File: config.mk
export PLATFORM = sky130hd
export DESIGN_NAME = depth_to_point_cloud_unit
export DESIGN_NICKNAME = d
export VERILOG_FILES = /design/src/design/dtpc_pkg.sv /design/src/design/dtpc_cfg.sv /design/src/design/dtpc_datapath.sv /design/src/design/dtpc_ctrl.sv /design/src/design/depth_to_point_cloud_unit.sv
export SDC_FILE = /design/constraint.sdc
export NUM_CORES = 2
export LEC_CHECK = 0
export ABC_AREA = 0
export BUFFER_PORTS_ARGS = -buffer_cell sky130_fd_sc_hd__buf_4
export CAP_MARGIN = 10
export CORE_MARGIN = 10
export CORE_UTILIZATION = 55
export DETAILED_ROUTE_END_ITERATION = 16
export GPL_TIMING_DRIVEN = 0
export HOLD_SLACK_MARGIN = 0.08
export PLACE_DENSITY_LB_ADDON = 0.12
export RECOVER_POWER = 25
export SLEW_MARGIN = 20
export SYNTH_ARGS = -nofsm -noshare
export SYNTH_HDL_FRONTEND = slang
export SYNTH_HIERARCHICAL = 1
export SYNTH_SLANG_ARGS = --single-unit
File: constraint.sdc
create_clock -name clk -period 19.3 [get_ports clk]
set_input_delay 1.93 -clock clk [delete_from_list [all_inputs] [get_ports clk]]
set_output_delay 1.93 -clock clk [all_outputs]
set_load 0.005 [all_outputs]
File: src/design/dtpc_pkg.sv
`timescale 1ns / 1ps
// ----------------------------------------------------------------------------
// Depth to point cloud: shared package
// Field widths, register indexes and reset values, the command and status
// structs between controller and datapath, and the rounding helpers.
// ----------------------------------------------------------------------------
package dtpc_pkg;

  // Configuration port
  localparam int CFG_IDX_W  = 3;
  localparam int CFG_DATA_W = 24;

  localparam logic [CFG_IDX_W-1:0] REG_IMAGE_WIDTH  = 3'd0;
  localparam logic [CFG_IDX_W-1:0] REG_IMAGE_HEIGHT = 3'd1;
  localparam logic [CFG_IDX_W-1:0] REG_CENTER_X     = 3'd2;
  localparam logic [CFG_IDX_W-1:0] REG_CENTER_Y     = 3'd3;
  localparam logic [CFG_IDX_W-1:0] REG_INV_FOCAL_X  = 3'd4;
  localparam logic [CFG_IDX_W-1:0] REG_INV_FOCAL_Y  = 3'd5;
  localparam logic [CFG_IDX_W-1:0] REG_DEPTH_SCALE  = 3'd6;

  // Field widths
  localparam int SIZE_W   = 13;
  localparam int DEPTH_W  = 16;
  localparam int SCALE_W  = 16;
  localparam int CENTER_W = 20;
  localparam int INV_W    = 24;
  localparam int Z_W      = 20;
  localparam int COORD_W  = 32;

  // Register reset values
  localparam logic [SIZE_W-1:0]   RST_IMAGE_WIDTH  = 13'd192;
  localparam logic [SIZE_W-1:0]   RST_IMAGE_HEIGHT = 13'd108;
  localparam logic [CENTER_W-1:0] RST_CENTER_X     = 20'd24395;
  localparam logic [CENTER_W-1:0] RST_CENTER_Y     = 20'd13569;
  localparam logic [INV_W-1:0]    RST_INV_FOCAL_X  = 24'd88046;
  localparam logic [INV_W-1:0]    RST_INV_FOCAL_Y  = 24'd88046;
  localparam logic [SCALE_W-1:0]  RST_DEPTH_SCALE  = 16'd4096;

  // Datapath widths
  localparam int POS_W  = 16;              // pixel position, integer part
  localparam int FRAC_W = 8;               // fraction bits of the centre
  localparam int MAG_W  = POS_W + FRAC_W;  // |u - cx| in Q.8
  localparam int DU_W   = MAG_W + 1;
  localparam int MUL_W  = 24;              // shared multiplier operand width
  localparam int PROD_W = 2 * MUL_W;
  localparam int M_W    = MAG_W + Z_W;     // |du| * z
  localparam int HALF_W = M_W / 2;
  localparam int ACC_W  = HALF_W + INV_W;  // one partial product
  localparam int SUM_W  = ACC_W + HALF_W;  // full product of m and 1/f
  localparam int SHIFT  = 24;              // Q0.24 reciprocal
  localparam int R_W    = SUM_W - SHIFT;
  localparam int ZSUM_W = DEPTH_W + SCALE_W + 1;
  localparam int ZFRAC  = 12;              // Q4.12 depth scale

  localparam logic [SUM_W-1:0]  ROUND_HALF = SUM_W'(1) << (SHIFT - 1);
  localparam logic [ZSUM_W-1:0] Z_HALF     = ZSUM_W'(1) << (ZFRAC - 1);

  typedef struct packed {
    logic [CENTER_W-1:0] center_x;
    logic [CENTER_W-1:0] center_y;
    logic [INV_W-1:0]    inv_focal_x;
    logic [INV_W-1:0]    inv_focal_y;
    logic [SCALE_W-1:0]  depth_scale;
  } cfg_t;

  typedef enum logic [1:0] {
    MUL_Z,    // depth times depth scale
    MUL_MAG,  // |du| times z
    MUL_LO,   // low half of m times reciprocal focal length
    MUL_HI    // high half of m times reciprocal focal length
  } mul_op_t;

  typedef enum logic {
    AXIS_X,
    AXIS_Y
  } axis_t;

  typedef struct packed {
    logic    take;       // transaction on the input channel
    logic    mul_en;
    mul_op_t mul_op;
    axis_t   axis;
    logic    z_load;
    logic    m_load;
    logic    acc_load;
    logic    x_load;
    logic    out_point;
    logic    out_fend;
  } dp_cmd_t;

  typedef struct packed {
    logic in_depth_zero;
    logic in_frame_end;
    logic out_free;
  } dp_stat_t;

  // Rounded product to depth units with saturation, sign applied last.
  function automatic logic [COORD_W-1:0] round_sat(input logic neg,
                                                   input logic [SUM_W-1:0] sum);
    logic [R_W-1:0] r;
    r = sum[SUM_W-1:SHIFT];
    if (neg) begin
      if (r >= R_W'(33'h0_8000_0000)) return 32'h8000_0000;
      return 32'h0 - r[COORD_W-1:0];
    end
    if (r > R_W'(33'h0_7FFF_FFFF)) return 32'h7FFF_FFFF;
    return r[COORD_W-1:0];
  endfunction

  // Scaled depth, rounded to depth units and saturated to the z width.
  function automatic logic [Z_W-1:0] round_z(input logic [PROD_W-1:0] p);
    logic [ZSUM_W-1:0] s;
    s = ZSUM_W'(p[DEPTH_W+SCALE_W-1:0]) + Z_HALF;
    if (s[ZSUM_W-1:ZFRAC] > (ZSUM_W-ZFRAC)'({Z_W{1'b1}})) return '1;
    return s[ZFRAC+Z_W-1:ZFRAC];
  endfunction

endpackage

File: src/design/dtpc_cfg.sv
`timescale 1ns / 1ps
// ----------------------------------------------------------------------------
// Depth to point cloud: configuration registers
// Holds the seven camera registers and gives the image size clamped to the
// supported range.
// ----------------------------------------------------------------------------
module dtpc_cfg
  import dtpc_pkg::*;
#(
  parameter int MAX_WIDTH  = 4096,
  parameter int MAX_HEIGHT = 4096,
  localparam int WS_W = $clog2(MAX_WIDTH + 1),
  localparam int HS_W = $clog2(MAX_HEIGHT + 1)
) (
  input  logic                  clk,
  input  logic                  rst,
  input  logic                  cfg_write,
  input  logic [CFG_IDX_W-1:0]  cfg_index,
  input  logic [CFG_DATA_W-1:0] cfg_data,
  output cfg_t                  cfg,
  output logic [WS_W-1:0]       width_eff,
  output logic [HS_W-1:0]       height_eff
);

  logic [SIZE_W-1:0] image_width;
  logic [SIZE_W-1:0] image_height;

  always_ff @(posedge clk) begin
    if (rst) begin
      image_width     <= RST_IMAGE_WIDTH;
      image_height    <= RST_IMAGE_HEIGHT;
      cfg.center_x    <= RST_CENTER_X;
      cfg.center_y    <= RST_CENTER_Y;
      cfg.inv_focal_x <= RST_INV_FOCAL_X;
      cfg.inv_focal_y <= RST_INV_FOCAL_Y;
      cfg.depth_scale <= RST_DEPTH_SCALE;
    end else if (cfg_write) begin
      unique case (cfg_index)
        REG_IMAGE_WIDTH:  image_width     <= cfg_data[SIZE_W-1:0];
        REG_IMAGE_HEIGHT: image_height    <= cfg_data[SIZE_W-1:0];
        REG_CENTER_X:     cfg.center_x    <= cfg_data[CENTER_W-1:0];
        REG_CENTER_Y:     cfg.center_y    <= cfg_data[CENTER_W-1:0];
        REG_INV_FOCAL_X:  cfg.inv_focal_x <= cfg_data[INV_W-1:0];
        REG_INV_FOCAL_Y:  cfg.inv_focal_y <= cfg_data[INV_W-1:0];
        REG_DEPTH_SCALE:  cfg.depth_scale <= cfg_data[SCALE_W-1:0];
        default: ;
      endcase
    end
  end

  // A size of zero counts as one; a size above the maximum counts as the maximum.
  always_comb begin
    if (image_width == '0) begin
      width_eff = WS_W'(1);
    end else if (32'(image_width) > MAX_WIDTH) begin
      width_eff = WS_W'(MAX_WIDTH);
    end else begin
      width_eff = WS_W'(image_width);
    end
    if (image_height == '0) begin
      height_eff = HS_W'(1);
    end else if (32'(image_height) > MAX_HEIGHT) begin
      height_eff = HS_W'(MAX_HEIGHT);
    end else begin
      height_eff = HS_W'(image_height);
    end
  end

endmodule

File: src/design/dtpc_datapath.sv
`timescale 1ns / 1ps
// ----------------------------------------------------------------------------
// Depth to point cloud: datapath
// Position counters, the shared 24 x 24 multiplier with its working registers,
// rounding and saturation, and the output register.
// ----------------------------------------------------------------------------
module dtpc_datapath
  import dtpc_pkg::*;
#(
  parameter int MAX_WIDTH  = 4096,
  parameter int MAX_HEIGHT = 4096,
  localparam int WS_W = $clog2(MAX_WIDTH + 1),
  localparam int HS_W = $clog2(MAX_HEIGHT + 1)
) (
  input  logic                      clk,
  input  logic                      rst,
  input  cfg_t                      cfg,
  input  logic [WS_W-1:0]           width_eff,
  input  logic [HS_W-1:0]           height_eff,
  input  dp_cmd_t                   cmd,
  output dp_stat_t                  stat,
  input  logic [DEPTH_W-1:0]        depth,
  input  logic                      frame_start,
  output logic                      out_valid,
  input  logic                      out_stall,
  output logic signed [COORD_W-1:0] point_x,
  output logic signed [COORD_W-1:0] point_y,
  output logic [Z_W-1:0]            point_z,
  output logic                      point_valid,
  output logic                      frame_end
);

  localparam int CW  = $clog2(MAX_WIDTH);
  localparam int RW  = $clog2(MAX_HEIGHT);

  logic [CW-1:0]      column_count;
  logic [RW-1:0]      row_count;
  logic [CW-1:0]      u_cur;
  logic [RW-1:0]      v_cur;
  logic               last_col;
  logic               last_row;
  logic [CW-1:0]      column_next;
  logic [RW-1:0]      row_next;

  logic [MAG_W-1:0]   mag_u;
  logic [MAG_W-1:0]   mag_v;
  logic               neg_u;
  logic               neg_v;
  logic [DU_W-1:0]    du;
  logic [DU_W-1:0]    dv;

  logic [MAG_W-1:0]   mag_x;
  logic [MAG_W-1:0]   mag_y;
  logic               neg_x;
  logic               neg_y;
  logic               fend_hold;
  logic [Z_W-1:0]     z;
  logic [M_W-1:0]     m;
  logic [ACC_W-1:0]   acc;
  logic [PROD_W-1:0]  prod;
  logic [COORD_W-1:0] x_res;

  logic [MUL_W-1:0]   mul_a;
  logic [MUL_W-1:0]   mul_b;
  logic [PROD_W-1:0]  mul_out;
  logic [INV_W-1:0]   inv_sel;
  logic [SUM_W-1:0]   sum;
  logic [COORD_W-1:0] coord;

  // Pixel position; a frame start puts the pixel at the origin.
  assign u_cur    = frame_start ? '0 : column_count;
  assign v_cur    = frame_start ? '0 : row_count;
  assign last_col = ({1'b0, u_cur} + (CW+1)'(1)) >= (CW+1)'(width_eff);
  assign last_row = ({1'b0, v_cur} + (RW+1)'(1)) >= (RW+1)'(height_eff);

  always_comb begin
    column_next = last_col ? '0 : u_cur + CW'(1);
    if (last_col) begin
      row_next = last_row ? '0 : v_cur + RW'(1);
    end else begin
      row_next = v_cur;
    end
  end

  // Signed offset from the principal point in Q.8, kept as sign and magnitude.
  assign du    = {1'b0, POS_W'(u_cur), FRAC_W'(0)} - DU_W'(cfg.center_x);
  assign dv    = {1'b0, POS_W'(v_cur), FRAC_W'(0)} - DU_W'(cfg.center_y);
  assign neg_u = du[DU_W-1];
  assign neg_v = dv[DU_W-1];
  assign mag_u = neg_u ? MAG_W'(DU_W'(0) - du) : du[MAG_W-1:0];
  assign mag_v = neg_v ? MAG_W'(DU_W'(0) - dv) : dv[MAG_W-1:0];

  assign stat.in_depth_zero = (depth == '0);
  assign stat.in_frame_end  = last_col && last_row;
  assign stat.out_free      = !out_valid || !out_stall;

  // Shared multiplier operand selection.
  assign inv_sel = (cmd.axis == AXIS_Y) ? cfg.inv_focal_y : cfg.inv_focal_x;

  always_comb begin
    unique case (cmd.mul_op)
      MUL_Z: begin
        mul_a = MUL_W'(depth);
        mul_b = MUL_W'(cfg.depth_scale);
      end
      MUL_MAG: begin
        mul_a = (cmd.axis == AXIS_Y) ? mag_y : mag_x;
        mul_b = MUL_W'(z);
      end
      MUL_LO: begin
        mul_a = MUL_W'(prod[HALF_W-1:0]);
        mul_b = inv_sel;
      end
      MUL_HI: begin
        mul_a = MUL_W'(m[M_W-1:HALF_W]);
        mul_b = inv_sel;
      end
      default: begin
        mul_a = '0;
        mul_b = '0;
      end
    endcase
  end

  assign mul_out = mul_a * mul_b;

  // Low partial product in acc, high partial product in prod. The x result is
  // finished while the multiplier already works on y, so its sign follows
  // the x load rather than the axis select.
  assign sum   = SUM_W'(acc) + {prod[ACC_W-1:0], HALF_W'(0)} + ROUND_HALF;
  assign coord = round_sat(cmd.x_load ? neg_x : neg_y, sum);

  always_ff @(posedge clk) begin
    if (rst) begin
      column_count <= '0;
      row_count    <= '0;
      out_valid    <= 1'b0;
    end else begin
      if (cmd.take) begin
        column_count <= column_next;
        row_count    <= row_next;
      end
      if (cmd.out_point || cmd.out_fend) begin
        out_valid <= 1'b1;
      end else if (!out_stall) begin
        out_valid <= 1'b0;
      end
    end
  end

  always_ff @(posedge clk) begin
    if (cmd.take) begin
      mag_x     <= mag_u;
      mag_y     <= mag_v;
      neg_x     <= neg_u;
      neg_y     <= neg_v;
      fend_hold <= last_col && last_row;
    end
    if (cmd.mul_en) begin
      prod <= mul_out;
    end
    if (cmd.z_load) begin
      z <= round_z(prod);
    end
    if (cmd.m_load) begin
      m <= prod[M_W-1:0];
    end
    if (cmd.acc_load) begin
      acc <= prod[ACC_W-1:0];
    end
    if (cmd.x_load) begin
      x_res <= coord;
    end
    if (cmd.out_point) begin
      point_x     <= x_res;
      point_y     <= coord;
      point_z     <= z;
      point_valid <= 1'b1;
      frame_end   <= fend_hold;
    end else if (cmd.out_fend) begin
      point_x     <= '0;
      point_y     <= '0;
      point_z     <= '0;
      point_valid <= 1'b0;
      frame_end   <= 1'b1;
    end
  end

endmodule

File: src/design/dtpc_ctrl.sv
`timescale 1ns / 1ps
// ----------------------------------------------------------------------------
// Depth to point cloud: controller
// Sequences the seven products of one point through the shared multiplier
// and hands finished results to the output register.
// ----------------------------------------------------------------------------
module dtpc_ctrl
  import dtpc_pkg::*;
(
  input  logic     clk,
  input  logic     rst,
  input  logic     in_valid,
  output logic     in_stall,
  input  dp_stat_t stat,
  output dp_cmd_t  cmd
);

  typedef enum logic [3:0] {
    S_IDLE,
    S_ZSAT,
    S_MULX,
    S_XLO,
    S_XHI,
    S_XFIN,
    S_YLO,
    S_YHI,
    S_YFIN,
    S_FEND
  } state_t;

  state_t state;
  state_t state_next;

  always_comb begin
    state_next = state;
    cmd        = '0;
    unique case (state)
      S_IDLE: begin
        if (in_valid) begin
          cmd.take   = 1'b1;
          cmd.mul_en = 1'b1;
          cmd.mul_op = MUL_Z;
          if (!stat.in_depth_zero) begin
            state_next = S_ZSAT;
          end else if (stat.in_frame_end) begin
            state_next = S_FEND;
          end
        end
      end
      S_ZSAT: begin
        cmd.z_load = 1'b1;
        state_next = S_MULX;
      end
      S_MULX: begin
        cmd.mul_en = 1'b1;
        cmd.mul_op = MUL_MAG;
        cmd.axis   = AXIS_X;
        state_next = S_XLO;
      end
      S_XLO: begin
        cmd.m_load = 1'b1;
        cmd.mul_en = 1'b1;
        cmd.mul_op = MUL_LO;
        cmd.axis   = AXIS_X;
        state_next = S_XHI;
      end
      S_XHI: begin
        cmd.acc_load = 1'b1;
        cmd.mul_en   = 1'b1;
        cmd.mul_op   = MUL_HI;
        cmd.axis     = AXIS_X;
        state_next   = S_XFIN;
      end
      S_XFIN: begin
        // x is finished while |dv| * z starts.
        cmd.x_load = 1'b1;
        cmd.mul_en = 1'b1;
        cmd.mul_op = MUL_MAG;
        cmd.axis   = AXIS_Y;
        state_next = S_YLO;
      end
      S_YLO: begin
        cmd.m_load = 1'b1;
        cmd.mul_en = 1'b1;
        cmd.mul_op = MUL_LO;
        cmd.axis   = AXIS_Y;
        state_next = S_YHI;
      end
      S_YHI: begin
        cmd.acc_load = 1'b1;
        cmd.mul_en   = 1'b1;
        cmd.mul_op   = MUL_HI;
        cmd.axis     = AXIS_Y;
        state_next   = S_YFIN;
      end
      S_YFIN: begin
        cmd.axis = AXIS_Y;
        if (stat.out_free) begin
          cmd.out_point = 1'b1;
          state_next    = S_IDLE;
        end
      end
      S_FEND: begin
        if (stat.out_free) begin
          cmd.out_fend = 1'b1;
          state_next   = S_IDLE;
        end
      end
      default: state_next = S_IDLE;
    endcase
  end

  always_ff @(posedge clk) begin
    if (rst) begin
      state    <= S_IDLE;
      in_stall <= 1'b0;
    end else begin
      state    <= state_next;
      in_stall <= (state_next != S_IDLE);
    end
  end

endmodule

File: src/design/depth_to_point_cloud_unit.sv
`timescale 1ns / 1ps
// ----------------------------------------------------------------------------
// Depth to point cloud unit
// Back-projects a raster stream of depth pixels through a pinhole camera
// model into 3-D points, with a frame-end marker on the last pixel.
// ----------------------------------------------------------------------------
// The unit takes one depth pixel per input transaction and tracks its column
// and row itself; frame_start puts the pixel at the origin. A pixel whose depth
// is zero and which does not close a frame gives nothing. The last pixel of a
// frame with zero depth gives a frame-end transaction with zero coordinates
// from state S_FEND once the output register is free, and then the next pixel
// can be taken. A pixel with nonzero depth passes through the states S_ZSAT,
// S_MULX, S_XLO, S_XHI, S_XFIN, S_YLO, S_YHI and S_YFIN before its point is
// loaded into the output register: a single 24 x 24 multiplier forms the
// scaled depth and, for each axis, the offset times z and the two halves of
// that product times the reciprocal focal length, and the input is held
// stalled meanwhile. The finished result sits in an output register, so the
// next pixel is taken while it waits to be collected; if the output side
// stalls, the following point waits in its last step. The image size
// registers are clamped to one at the bottom and to MAX_WIDTH and MAX_HEIGHT
// at the top. Coordinates are rounded half away from zero and saturated; z is
// rounded and saturated to 20 bits. Configuration is to be written by the user
// only while the unit is idle; the unit itself does not enforce this.
// ----------------------------------------------------------------------------
module depth_to_point_cloud_unit
  import dtpc_pkg::*;
#(
  parameter int MAX_WIDTH  = 4096,
  parameter int MAX_HEIGHT = 4096
) (
  input  logic                      clk,
  input  logic                      rst,
  // Configuration writes
  input  logic                      cfg_write,
  input  logic [CFG_IDX_W-1:0]      cfg_index,
  input  logic [CFG_DATA_W-1:0]     cfg_data,
  // Pixel input channel
  input  logic                      in_valid,
  output logic                      in_stall,
  input  logic [DEPTH_W-1:0]        depth,
  input  logic                      frame_start,
  // Point output channel
  output logic                      out_valid,
  input  logic                      out_stall,
  output logic signed [COORD_W-1:0] point_x,
  output logic signed [COORD_W-1:0] point_y,
  output logic [Z_W-1:0]            point_z,
  output logic                      point_valid,
  output logic                      frame_end
);

  localparam int WS_W = $clog2(MAX_WIDTH + 1);
  localparam int HS_W = $clog2(MAX_HEIGHT + 1);

  cfg_t            cfg;
  logic [WS_W-1:0] width_eff;
  logic [HS_W-1:0] height_eff;
  dp_cmd_t         cmd;
  dp_stat_t        stat;

  // Register file with size clamping.
  dtpc_cfg #(
    .MAX_WIDTH  (MAX_WIDTH),
    .MAX_HEIGHT (MAX_HEIGHT)
  ) u_cfg (
    .clk        (clk),
    .rst        (rst),
    .cfg_write  (cfg_write),
    .cfg_index  (cfg_index),
    .cfg_data   (cfg_data),
    .cfg        (cfg),
    .width_eff  (width_eff),
    .height_eff (height_eff)
  );

  // Sequencer: issues the multiplier steps in turn and owns the input stall.
  dtpc_ctrl u_ctrl (
    .clk      (clk),
    .rst      (rst),
    .in_valid (in_valid),
    .in_stall (in_stall),
    .stat     (stat),
    .cmd      (cmd)
  );

  // Counters, arithmetic and the output register.
  dtpc_datapath #(
    .MAX_WIDTH  (MAX_WIDTH),
    .MAX_HEIGHT (MAX_HEIGHT)
  ) u_datapath (
    .clk         (clk),
    .rst         (rst),
    .cfg         (cfg),
    .width_eff   (width_eff),
    .height_eff  (height_eff),
    .cmd         (cmd),
    .stat        (stat),
    .depth       (depth),
    .frame_start (frame_start),
    .out_valid   (out_valid),
    .out_stall   (out_stall),
    .point_x     (point_x),
    .point_y     (point_y),
    .point_z     (point_z),
    .point_valid (point_valid),
    .frame_end   (frame_end)
  );

  // A pixel with nonzero depth always occupies the multiplier afterwards.
  assert property (@(posedge clk) disable iff (rst)
    in_valid && !in_stall && depth != '0 |=> in_stall)
    else $error("nonzero depth accepted without starting the computation");

  // A result without a point is a frame-end marker with zero coordinates.
  assert property (@(posedge clk) disable iff (rst)
    out_valid && !point_valid |->
      frame_end && point_x == '0 && point_y == '0 && point_z == '0)
    else $error("frame-end transaction carries stray coordinates");

  // A point with zero depth after scaling lies at the origin.
  assert property (@(posedge clk) disable iff (rst)
    out_valid && point_valid && point_z == '0 |-> point_x == '0 && point_y == '0)
    else $error("point with zero z has nonzero lateral coordinates");

  // Results are only loaded from a finishing step, never while idle.
  assert property (@(posedge clk) disable iff (rst)
    $rose(out_valid) |-> $past(in_stall))
    else $error("result appeared without a pixel in progress");

endmodule
Yosys cells after proc, flatten, opt, wreduce, memory -nomap -nowiden. Index checks and enable logic that the tools add are counted.

Add/sub/neg operators: 12. Multipliers: 1. Magnitude comparators: 7. Equality and inequality tests: 19. Multiplexer cells: 56. Reductions and logical operators: 26.

Operators with widths (count): $mux 32 (9); $mux 24 (4); $pmux 24 s4 (1); $mux 20 (4); $pmux 24 s3 (1); $add 46x68->68 (1); $add 68x24->68 const B (1); $mux 12 (5); $mux 13 (4); $sub 1x24->24 const A (2); $mul 24x24->46 (1); $ge 44x32->1 const B (1); $gt 44x31->1 const B (1); $sub 20x20->21 (2); $pmux 4 s9 (1); $add 32x12->33 const B (1); $sub 1x32->32 const A (1); $add 12x1->13 const B (2); $ge 13x13->1 (2); $gt 13x13->1 const B (2); $logic_not 13->1 (2); $add 12x1->12 const B (2); $gt 21x20->1 const B (1); $mux 1 (21); 24 further kinds (49).

Flip-flop bits (word level): 485. Bits of input ports: 49. Output and inout port bits: 88. Logic and storage cells: 148.

Depth between registers and ports, before layout.
Depth in word-level cells: 11. Depth in mapped cells: 37. Gate-level depth less buffers: 33.

Modules after synthesis. The synthesis kept the hierarchy.

Modules (own cells, without submodules): dtpc_datapath (times used 1, cells each 4052, area an instance 37582.3 um^2, seq. area each 8868.5 um^2); dtpc_cfg (times used 1, cells each 614, area an instance 4943.5 um^2, seq. area each 2602.5 um^2); dtpc_ctrl (times used 1, cells each 50, area an instance 395.4 um^2, seq. area each 100.1 um^2).

Worst setup path after synthesis. Ideal clock, no wire load.

Path kind: register to register. From: register u_ctrl.state[0]. To: register u_datapath.prod[42], data pin. Setup time: 258 ps. Arrival: 10027 ps. Required time: 19042 ps. Slack: 9015 ps. Stages on the path, launching flop included: 35. Buffers on the path: 5. Period minus slack after synthesis: 10285 ps. Path through: dfxtp_1 -> buf_2 -> xnor2_1 -> nor3b_1 -> or2_1 -> clkbuf_1 -> buf_1 -> clkbuf_1 -> nand2_1 -> o21ai_1 -> clkbuf_1 -> nand2_1 -> fa_1 -> inv_1 -> fa_1 -> inv_1 -> fa_1 -> fa_1 -> inv_1 -> fa_1 -> fa_1 -> inv_1 -> fa_1 -> inv_1 -> ha_1 -> and3_1 -> and3_1 -> and3_1 -> a31oi_1 -> a32oi_1 -> nand3_1 -> a31oi_1 -> a21o_1 -> a21oi_1 -> xnor2_1.

RTL lines: start: declaration (RTL line dtpc_ctrl.sv:31) `state_t state;`; start signal: assignment (RTL line dtpc_ctrl.sv:118) `state <= state_next;`; end signal: assignment (RTL line dtpc_datapath.sv:160) `prod <= mul_out;`; end: declaration (RTL line dtpc_datapath.sv:60) `logic [PROD_W-1:0] prod;`.

==> impl_metrics.env <==
export IMPL_grt_overflow=0
export IMPL_grt_total_usage_pct=31.00
export IMPL_required_ns=19.57
export IMPL_finalHoldViolCount=0
export IMPL_yosysSeqAreaShare_pct=26.96
export IMPL_r2r_cells=34
export IMPL_critPathLaunch="u_ctrl/state[0]"
export IMPL_arrival_ns=13.58
export IMPL_layout_commonest_cell="nand2_1"
export IMPL_cp_top_family="adder cells"
export IMPL_syn_avg_cell_area_sq_um=9.101
export IMPL_final_layout_size_suffix_gt1_share_pct=7.118
export IMPL_crit_type="reg2reg"
export IMPL_hold_path_class="reg2reg"
export IMPL_worst_path_largest_cell_delay_ns=1.04
export IMPL_synth_async_reset_ratio_pct=0
export IMPL_post_cts_repair_setup_buffers=0
export IMPL_ys_flop_type="edfxtp_1"
export IMPL_first_global_vias=34430
export IMPL_ys_ff_latch=439
export IMPL_r2r_start="u_ctrl/state[0]"
export IMPL_rrSetupSlack_ns=5.99
export IMPL_dp_hpwl_um=112900
export IMPL_dieArea_sq_um=89610
export IMPL_io_pins=137
export IMPL_wl_per_cell_um=23.43
export IMPL_post_route_drc_count=0
export IMPL_drt_iter0_drc=3795
export IMPL_clk_root_buffer_cell="clkbuf_16"
export IMPL_drtAntennaViolNets=0
export IMPL_cp_depth=34
export IMPL_gp_congestion=1.023
export IMPL_final_cell_mix="nand2_1 (743), inv_1 (653), fa_1 (482)"
export IMPL_clk_pin_slew_worst_paths_ns=0.06
export IMPL_slew_viol_final=125
export IMPL_tns_ns=0
export IMPL_cts_resized=0
export IMPL_syn_area_sq_um=42920
export IMPL_crit_fanout=10
export IMPL_placed_area_sq_um=45510
export IMPL_vias=35230
export IMPL_start_kind="flip-flop"
export IMPL_reg2reg_to="u_datapath/prod[45]"
export IMPL_htree_levels=2
export IMPL_design_area_sq_um=46890
export IMPL_crit_buf_inv=12
export IMPL_numPortBuffers=136
export IMPL_die_w_um=299.4
export IMPL_wirelength_um=140600
export IMPL_coreArea_sq_um=77470
export IMPL_status="complete, but fails checks"
export IMPL_die_h_um=299.4
export IMPL_ys_types=102
export IMPL_syn_inst=4716
export IMPL_rsz0062_at_grt="false"
export IMPL_setup_viol=0
export IMPL_cp_slowest_cell="nor3b_1"
export IMPL_cts_buffers_inserted=46
export IMPL_fmax_ghz=0.07515
export IMPL_yosysWarnings=6
export IMPL_grt_max_degree=57
export IMPL_avgViaCountPerCell=5.871
export IMPL_tightest_slew_ns=3.272
export IMPL_grt_pass1_wl_um=211700
export IMPL_dr_pass1_iters=6
export IMPL_clock_sinks=439
export IMPL_violations="capacitance limit, slew limit"
export IMPL_initial_core_util_pct=55.41
export IMPL_nets=5716
export IMPL_period_share_pct=68.94
export IMPL_synth_enable_flop_cells=278
export IMPL_num_rows=102
export IMPL_clock_skew_ns=0.02028
export IMPL_cts_tree="built"
export IMPL_endpoint_kind="flip-flop"
export IMPL_antenna_found_initial=7
export IMPL_cp_endpoint="u_datapath/prod[45]"
export IMPL_holdWs_ns=0.4512
export IMPL_clk_latency_ns=0.59
export IMPL_hp_start="u_cfg/cfg[70]"
export IMPL_min_period_ns=13.31
export IMPL_syn2layout_area_growth_pct=9.253
export IMPL_slew_headroom_pct=-118.1
export IMPL_maxCapViolations=4
export IMPL_cts_hold_buf=0
export IMPL_crit_top_cell="fa_1"
export IMPL_max_clock_path_buffers=3
==> worst reg2reg max path, delay by kind of cell, from the launching register on <==
family | cells | cell delay, ns
AND/OR/NAND/NOR | 4 | 1.72
AO/OA/AOI/OAI | 9 | 3.89
flip-flops | 1 | 0.37
adder cells (fa/ha/maj) | 8 | 3.89
XOR/XNOR | 1 | 0.12
buffers and inverters | 12 | 2.98
==> area by class of cell <==
cell class                 count  area (sq um)
antenna                        2         5.005
timing repair buffer         150          1109
fill                        6969         30570
multi-input combinational   3402         28060
tap                         1040          1301
inverter                     654          2457
sequential                   439         11570
clock buffer                  54          1212
clock inverter                32         240.2
buffer                       228         937.1
==> per-stage QoR <==
stage | util [%] | instances | worst slack [ns]
2_1_floorplan | - | 4723 | 9.015
3_3_place_gp | 58.44 | 5899 | 4.453
3_5_place_dp | 58.75 | 5912 | 6.406
4_1_cts | 60.62 | 5998 | 6.378
5_1_grt | 60.53 | 5999 | 5.624
6_report | 60.53 | 6001 | 5.994
==> synth_stat cells (11+ instances only) <==
cell      count  share of area (%)
o21a_1       42               0.73
nand2b_1     40               0.58
xnor2_1      99                2.0
a21oi_1     230                2.7
and3_1       38               0.55
nor2b_1      73                1.1
nor3_1       61               0.71
a22o_1       13               0.27
buf_2        29               0.34
ha_1        264                7.7
and4_1       16               0.33
nand2_1     743                6.5
and2_1      101                1.5
o21ai_0     100                1.2
nor4_1       17               0.25
nor2_1      366                3.2
o211ai_1     11               0.19
dfxtp_1     161                7.5
a31oi_1      33               0.48
o31ai_1      12               0.21
fa_1        482                 22
buf_1        18               0.16
a211oi_1     34               0.59
edfxtp_1    278                 19
clkbuf_1    171                1.5
o21ai_1      17               0.20
nand4_1      32               0.47
mux2_2       45                1.2
nand3_1      66               0.77
or3_1        23               0.34
mux2i_1      71                1.7
inv_1       654                5.7
a21o_1       53               0.93
xor2_1       71                1.4
o21bai_1     14               0.24
nand3b_1     53               0.93
==> metal layers <==
metal	wire length (um)	part of all wire, %	GRT usage [%]	vias up
met4	5513	3.9	10.79	10
li1	-	-	-	15880
met2	60910	43	46.56	1858
met1	56990	41	42.93	17180
met3	17090	12	8.282	313
met5	68	0.048	0	-
==> state kept, by name (all words and copies together), names as in the netlist, 20 cells and up <==
| signal | cells |
|---|---|
| u_datapath/mag_y | 24 |
| u_datapath/mag_x | 22 |
| u_cfg/cfg | 104 |
| u_datapath/point_y | 32 |
| u_datapath/prod | 46 |
| u_datapath/m | 22 |
| u_datapath/point_z | 20 |
| u_datapath/point_x | 32 |
| u_datapath/x_res | 32 |
| u_datapath/acc | 24 |
| u_datapath/z | 20 |
==> kinds of logic (layout without fill, tap and decap cells) <==
logic type      Yosys count  count (layout)  share of synthesized area, %
flops                   439             439                         26.96
other cells               2              11                       0.01750
compound gates          665             665                         9.926
fa+ha+maj               746             746                         30.18
simple gates           1695            1695                         18.66
buf+inv                 882            1118                         7.906
xor+xnor                170             170                         3.469
mux                     117             117                         2.889
==> how the worst min path moves through the flow <==
stage | end | slack (ns) | cells past startpoint
after floorplan | u_cfg/cfg[32] | 0.43 | 2
after global placement | u_cfg/cfg[35] | 0.44 | 2
after detailed placement | u_cfg/cfg[70] | 0.45 | 2
after CTS | u_cfg/cfg[70] | 0.45 | 2
after global routing | u_cfg/cfg[37] | 0.47 | 2
final | u_cfg/cfg[70] | 0.45 | 2
Power is left out: the tool's default activity adds up to more than one toggle a clock period on the data nets, which glitch-free logic cannot reach.
